$ cat src/design/particle_integration_step_assert.svh
// assertion macros for the particle integration block
// expects clk and rst_n in the scope of each use
`ifndef PARTICLE_INTEGRATION_STEP_ASSERT_SVH
`define PARTICLE_INTEGRATION_STEP_ASSERT_SVH
`ifndef ASSERT_OFF
`define PIS_ASSERT_HOLDS(lbl, prop, msg) \
  lbl: assert property (@(posedge clk) disable iff (!rst_n) (prop)) else $error(msg);
`define PIS_ASSERT_IMPLY(lbl, ante, cons, msg) \
  lbl: assert property (@(posedge clk) disable iff (!rst_n) (ante) |-> (cons)) else $error(msg);
`define PIS_ASSERT_NEXT(lbl, ante, cons, msg) \
  lbl: assert property (@(posedge clk) disable iff (!rst_n) (ante) |=> (cons)) else $error(msg);
`else
`define PIS_ASSERT_HOLDS(lbl, prop, msg)
`define PIS_ASSERT_IMPLY(lbl, ante, cons, msg)
`define PIS_ASSERT_NEXT(lbl, ante, cons, msg)
`endif
`endif

$ cat src/design/pis_frame_div.sv
// restoring divider for the frame index, one quotient bit per cycle
// depends on nothing; quotient is known to fit in eight bits
`default_nettype none
module pis_frame_div (
  input  wire logic        clk,
  input  wire logic        rst_n,
  input  wire logic        start,
  input  wire logic [31:0] dividend,
  input  wire logic [23:0] divisor,
  output logic             done,
  output logic [7:0]       quotient
);
  logic [23:0] rem_r;
  logic [7:0]  lo_r;
  logic [7:0]  q_r;
  logic [23:0] dv_r;
  logic [2:0]  cnt_r;
  logic        busy_r;
  logic        done_r;
  logic [24:0] trial;
  logic        ge;

  assign trial = {rem_r, lo_r[7]};
  assign ge    = trial >= {1'b0, dv_r};

  always_ff @(posedge clk) begin
    if (!rst_n) begin
      busy_r <= 1'b0;
      done_r <= 1'b0;
      cnt_r  <= '0;
    end else if (start) begin
      busy_r <= 1'b1;
      done_r <= 1'b0;
      cnt_r  <= '0;
    end else if (busy_r) begin
      cnt_r <= cnt_r + 3'd1;
      if (cnt_r == 3'd7) begin
        busy_r <= 1'b0;
        done_r <= 1'b1;
      end
    end
  end

  always_ff @(posedge clk) begin
    if (start) begin
      // top bits are already below the divisor
      rem_r <= dividend[31:8];
      lo_r  <= dividend[7:0];
      dv_r  <= divisor;
      q_r   <= '0;
    end else if (busy_r) begin
      rem_r <= ge ? 24'(trial - {1'b0, dv_r}) : trial[23:0];
      lo_r  <= {lo_r[6:0], 1'b0};
      q_r   <= {q_r[6:0], ge};
    end
  end

  assign done     = done_r;
  assign quotient = q_r;
endmodule
`default_nettype wire

$ cat config.mk
export PLATFORM = sky130hd
export DESIGN_NAME = pis_frame_div
export DESIGN_NICKNAME = d
export VERILOG_FILES = /design/src/design/particle_integration_step_assert.svh /design/src/design/pis_frame_div.sv
export SDC_FILE = /design/constraint.sdc
export NUM_CORES = 1
export LEC_CHECK = 0
export BUFFER_PORTS_ARGS = -buffer_cell sky130_fd_sc_hd__buf_2
export CORE_MARGIN = 3
export CORE_UTILIZATION = 57
export CTS_CLUSTER_SIZE = 14
export DETAILED_ROUTE_END_ITERATION = 8
export PLACE_DENSITY = 0.8
export SETUP_SLACK_MARGIN = 0.02
export SLEW_MARGIN = 40
export SYNTH_ARGS = -nofsm -noshare
export SYNTH_HDL_FRONTEND = slang
export SYNTH_SLANG_ARGS = --single-unit
$ cat constraint.sdc
create_clock -name clk -period 3.29 [get_ports clk]
set_input_delay 0.4935 -clock clk [delete_from_list [all_inputs] [get_ports clk]]
set_output_delay 0.4935 -clock clk [all_outputs]
set_load 0.01 [all_outputs]
==> impl_metrics.json, run 1 <==
{
  "post-place-ws_ns": 0.0415,
  "p_per_area_nw_per_um2": 680,
  "finish.instance_area_sq_um": 4850,
  "drv_slew": 0,
  "max_slew.worst_pin.slew_ns": 0.491,
  "gp_congestion": 0.802,
  "drv_cap": 0,
  "diodes": 0,
  "period_share": 0.966,
  "synth_fa_ha_area_frac": 0.0825,
  "ios": 68,
  "synth_top_family_by_area": "compound AO/OA/AOI/OAI gates",
  "slowest_stage": "ha_1",
  "seq_area_frac_synth": 0.464,
  "fillers": 527,
  "syn_nets": 454,
  "synth_area_leaders": "edfxtp_1 40%, ha_1 7.8%, dfxtp_1 6.2%",
  "postPlaceCellArea_sq_um": 4610,
  "whs_ns": 0.301,
  "layout.cells.non_filler": 538,
  "synth_edf_count": 56,
  "htreeDepth": 3,
  "globalRouteOverflowTotal": 0,
  "grt_pass1_wl_mm": 13.8,
  "drt_iter0_drc": 115,
  "fmax_ghz": 0.315,
  "clock_skew_ns": 0.0164,
  "drive_gt1_frac": 0.301,
  "synth_compound_area_frac": 0.182,
  "min_from": "divisor[2]",
  "timing.rr.start": "rem_r[15]",
  "synth_xor_area_frac": 0.0481,
  "final_common_cell": "buf_2",
  "cts_tree": "yes",
  "setup_ws_ns": 0.112,
  "fin_crit_ns": 3.18,
  "postSynthCellCount": 368,
  "tns_ns": 0,
  "relSlewSlack": 0.672,
  "crit_path_start": "rem_r[15]",
  "syn2layout_area_growth_pct": 15.8,
  "clock-sinks": 69,
  "status": "complete, no violations",
  "dp_hpwl_mm": 5.83,
  "synth_top_area_frac": 0.402,
  "crit_fanout": 6,
  "ir_worst_vdd_uv": 393,
  "hold_path_class": "in -> reg",
  "async_flop_share": 0,
  "cp-start-kind": "flop",
  "cpLargestDelayFamily": "compound AO/OA/AOI/OAI gates",
  "finalHoldViolCount": 0,
  "vias": 2985,
  "worstPathCellList": "ha_1, a21oi_1, o21ai_0, a211oi_1, a211oi_4, a211o_1, a21oi_2, xor2_1, nor3_2, a221o_1",
  "wl_mm": 8.25,
  "setup_viol": 0,
  "postCtsHoldBufs": 0,
  "rsz0062_at_grt": "yes",
  "path_class": "reg -> reg",
  "core-area_sq_um": 6940,
  "cts_root_buffer": "clkbuf_8",
  "grt_max_degree": 46,
  "drcViolationCount": 0,
  "cp-end-kind": "flop",
  "synth-simple-area-share": 0.122,
  "grt_pass1_vias": 2956,
  "insertion_delay_ns": 0.36,
  "ys_seq_elements": 69,
  "synthMuxAreaShare": 0.0502,
  "drtAntennaViolNets": 0,
  "dieArea_sq_um": 8410,
  "cts_inserted_buffers": 9,
  "final-seq-area_sq_um": 1940,
  "required_ns": 3.41,
  "io_buffers": 67,
  "routedWlPerCell_um": 15.3,
  "multi_input_area_sq_um": 2070,
  "syn-cell-area_sq_um": 4190,
  "grt_usage": 0.208,
  "yosysWarnings": 0,
  "arrival_ns": 3.29,
  "power.leakage_nw": 2.03,
  "yosys.area.top_type": "edfxtp_1",
  "critPathBufInv": 0,
  "avgSynthCellArea_sq_um": 11.4,
  "die_x_um": 91.7,
  "cts_max_path_buffers": 2,
  "viasPerCell": 5.55,
  "clkTransAtPathRegs_ns": 0.09,
  "dr.pass1.iters": 4,
  "yosysUniqueCellTypes": 53,
  "antenna_found_initial": 0,
  "dieHeight_um": 91.7,
  "synthFlopType": "edfxtp_1",
  "start_util": 0.603,
  "rows": 30,
  "layout_common_cells": "66 x buf_2, 56 x edfxtp_1, 32 x nand2_1",
  "slowest_delay_ns": 0.42,
  "reg2reg_slack_ns": 0.11,
  "dp_cells": 520,
  "nets": 523
}
[flip-flops by register name, summed over array words and instances (netlist names)]
register	cells
dv_r	24
rem_r	24
lo_r	8
quotient	8
cnt_r	3
busy_r	1
done	1
[Yosys cell counts, types with 2 or more instances]
master and count:
xnor2_1 14, edfxtp_1 56, buf_6 4, a21oi_1 16
a31oi_4 2, buf_1 2, o31ai_1 2, a211oi_2 2
a211oi_1 4, clkbuf_1 12, inv_1 28, nand2_1 32
o21ai_0 10, nand3_1 7, nand4_1 4, o311ai_2 15
a22oi_1 2, nor2b_1 6, and3b_1 2, a21o_1 6
nand3b_1 15, nand2b_1 2, ha_1 26, buf_2 2
dfxtp_1 13, o21bai_1 3, nor2_1 20, mux2i_1 12
a221o_1 5, xor2_1 9, o21a_1 3, o21ai_1 2
nor3_1 2, mux2_2 8, and3_1 2
[where the power goes]
part / switching [mW] / total [mW] / internal (mW)
Combinational: 0.786 / 1.43 / 0.641
Clock: 0.356 / 0.683 / 0.327
Sequential: 0.0683 / 1.19 / 1.12
Total: 1.21 / 3.30 / 2.09
[repair_timing]
item                       CTS  global route
gates resized for setup      0             8
setup endpoints to repair    0             8
setup buffers                0             2
[final cells by class]
class / instances / area share
Timing Repair Buffer: 78 / 0.0867
Clock inverter: 5 / 0.00800
Sequential cell: 69 / 0.401
Inverter: 28 / 0.0217
Multi-Input combinational cell: 251 / 0.427
Tap cell: 96 / 0.0248
Clock buffer: 11 / 0.0315
[path summary, 6_finish.rpt]
kind	to	cells after the start
max	rem_r[22]	10
min	dv_r[2]	1
max reg2reg	rem_r[22]	10
min reg2reg	done	2
[routing by layer]
| metal | GRT usage | routed length [um] | vias up |
|---|---|---|---|
| met5 | 0 | 0 | - |
| met4 | 0.0644 | 150 | 0 |
| met3 | 0.0788 | 512 | 12 |
| met2 | 0.338 | 3950 | 76 |
| met1 | 0.259 | 3630 | 1406 |
| li1 | - | - | 1491 |
[logic make-up after synthesis]
group                    Yosys count
adder cells (fa/ha/maj)           27
AND/OR/NAND/NOR                   99
multiplexers                      20
XOR/XNOR                          23
AO/OA/AOI/OAI                     82
flip-flops                        69
buffers and inverters             48
[through the flow]
stage          power [mW]  utilization
2_1_floorplan        2.32            -
3_3_place_gp         2.54        0.663
3_5_place_dp         2.58        0.663
4_1_cts              3.28        0.691
5_1_grt              3.52        0.698
6_report             3.30        0.698
No activity file was read; power rests on OpenSTA's default activity.
==> run 2: changes to the inputs <==
--- a/config.mk
+++ b/config.mk
@@ -6,11 +6,13 @@
 export NUM_CORES = 1
 export LEC_CHECK = 0
 export BUFFER_PORTS_ARGS = -buffer_cell sky130_fd_sc_hd__buf_2
+export CELL_PAD_IN_SITES_DETAIL_PLACEMENT = 0
+export CELL_PAD_IN_SITES_GLOBAL_PLACEMENT = 1
 export CORE_MARGIN = 3
-export CORE_UTILIZATION = 57
+export CORE_UTILIZATION = 45
 export CTS_CLUSTER_SIZE = 14
 export DETAILED_ROUTE_END_ITERATION = 8
-export PLACE_DENSITY = 0.8
+export PLACE_DENSITY_LB_ADDON = 0.1
 export SETUP_SLACK_MARGIN = 0.02
 export SLEW_MARGIN = 40
 export SYNTH_ARGS = -nofsm -noshare
==> impl_metrics.json, run 2 (synthesized netlist as in run 1, its figures left out) <==
{
  "power.leakage_nw": 2.04,
  "viasPerCell": 5.37,
  "fin_crit_ns": 3.18,
  "insertion_delay_ns": 0.36,
  "clkTransAtPathRegs_ns": 0.08,
  "drv_cap": 0,
  "ir_worst_vdd_uv": 284,
  "reg2reg_slack_ns": 0.11,
  "drv_slew": 0,
  "power.switching_mw": 1.20,
  "relSlewSlack": 0.535,
  "crit_fanout": 3,
  "layout.cells.non_filler": 553,
  "dieArea_sq_um": 10500,
  "dieHeight_um": 102,
  "drive_gt1_frac": 0.299,
  "die_x_um": 102,
  "grt_max_degree": 43,
  "core-area_sq_um": 8890,
  "required_ns": 3.40,
  "cts_tree": "yes",
  "arrival_ns": 3.29,
  "routedWlPerCell_um": 15.2,
  "drcViolationCount": 0,
  "setup_viol": 0,
  "reg_top3": "dv_r x24, rem_r x24",
  "wl_mm": 8.40,
  "hold_path_class": "in -> reg",
  "p_comb_frac": 0.439,
  "path_class": "reg -> reg",
  "final_util": 0.548,
  "p_seq_frac": 0.361,
  "start_util": 0.471,
  "rows": 34,
  "dp_hpwl_mm": 5.93,
  "clock-sinks": 69,
  "rsz0062_at_grt": "yes",
  "cp-start-kind": "flop",
  "period_share": 0.967,
  "dp_cells": 535,
  "gp_congestion": 0.869,
  "cts_root_buffer": "clkbuf_8",
  "diodes": 0,
  "vias": 2967,
  "drt_iter0_drc": 117,
  "p_per_area_nw_per_um2": 677,
  "io_buffers": 67,
  "grt_usage": 0.169,
  "clock_skew_ns": 0.0140,
  "ios": 68,
  "cts_inserted_buffers": 9,
  "antenna_found_initial": 0,
  "nets": 526,
  "finalHoldViolCount": 0,
  "cp-end-kind": "flop",
  "dr.pass1.iters": 4,
  "max_slew.worst_pin.slew_ns": 0.697,
  "grt_pass1_wl_mm": 13.9,
  "intPower_mw": 2.10,
  "globalRouteOverflowTotal": 0,
  "cts_max_path_buffers": 2,
  "layout_common_cells": "66 x buf_2, 56 x edfxtp_1, 32 x nand2_1",
  "status": "complete, no violations",
  "htreeDepth": 3,
  "clkPwrFrac": 0.200,
  "fmax_ghz": 0.314,
  "syn2layout_area_growth_pct": 16.3,
  "grt_pass1_vias": 2937,
  "swShare": 0.364,
  "final_common_cell": "buf_2",
  "drtAntennaViolNets": 0
}
==> run 2: critical path, cell delays in order, from the launching register on <==
cell,delay [ns]
edfxtp_1,0.36
inv_1,0.08
ha_1,0.16
inv_1,0.06
fa_2,0.35
a21o_1,0.21
a221o_1,0.39
a31oi_4,0.28
a211oi_4,0.11
a211o_1,0.29
a21oi_2,0.15
xor2_1,0.20
nor3_2,0.07
a221o_1,0.26
==> run 2: what timing repair did <==
action	CTS	global route
hold buffers	0	0
endpoints found under the setup margin	0	5
resized for setup	0	4
buffers inserted	0	2
==> run 2: final cells by class <==
class,count,area [sq um]
Inverter,28,105
Sequential cell,69,1940
Fill cell,810,4020
Tap cell,108,135
Clock buffer,11,153
Timing Repair Buffer,81,443
Multi-Input combinational cell,251,2060
Clock inverter,5,33.8
==> run 2: per-layer routing <==
| metal | share of wire | track usage | vias to the layer above |
|---|---|---|---|
| met5 | 0 | 0 | - |
| met4 | 0.013 | 0.0595 | 0 |
| met3 | 0.060 | 0.0628 | 11 |
| met2 | 0.45 | 0.260 | 75 |
| met1 | 0.48 | 0.221 | 1379 |
| li1 | - | - | 1502 |
==> run 2: power by group through the flow <==
stage	clock network [mW]	logic (mW)	registers [mW]
global placement	0	1.40	1.21
finish	0.660	1.45	1.19
global route	0.726	1.59	1.21
CTS	0.686	1.41	1.19
detailed placement	0	1.40	1.21
floorplan	0	1.14	1.18
==> run 2: worst paths after layout <==
check | cells after the start | startpoint | end
worst min-delay path | 1 | divisor[4] | dv_r[4]
worst max register to register | 13 | lo_r[7] | rem_r[22]
worst max-delay path | 13 | lo_r[7] | rem_r[22]
worst min register to register | 2 | done | done
==> run 2: through the flow <==
stage               cell area, sq um  power, mW  TNS (ns)  worst slack, ns  hold slack [ns]
floorplan                       4190       2.32         0            0.289            0.465
global placement                4640       2.60         0            0.140            0.456
detailed placement              4640       2.61         0           0.0441            0.461
CTS                             4830       3.29         0           0.0273            0.283
global route                    4870       3.53   -0.0719          -0.0513            0.276
finish                          4870       3.30         0            0.110            0.306
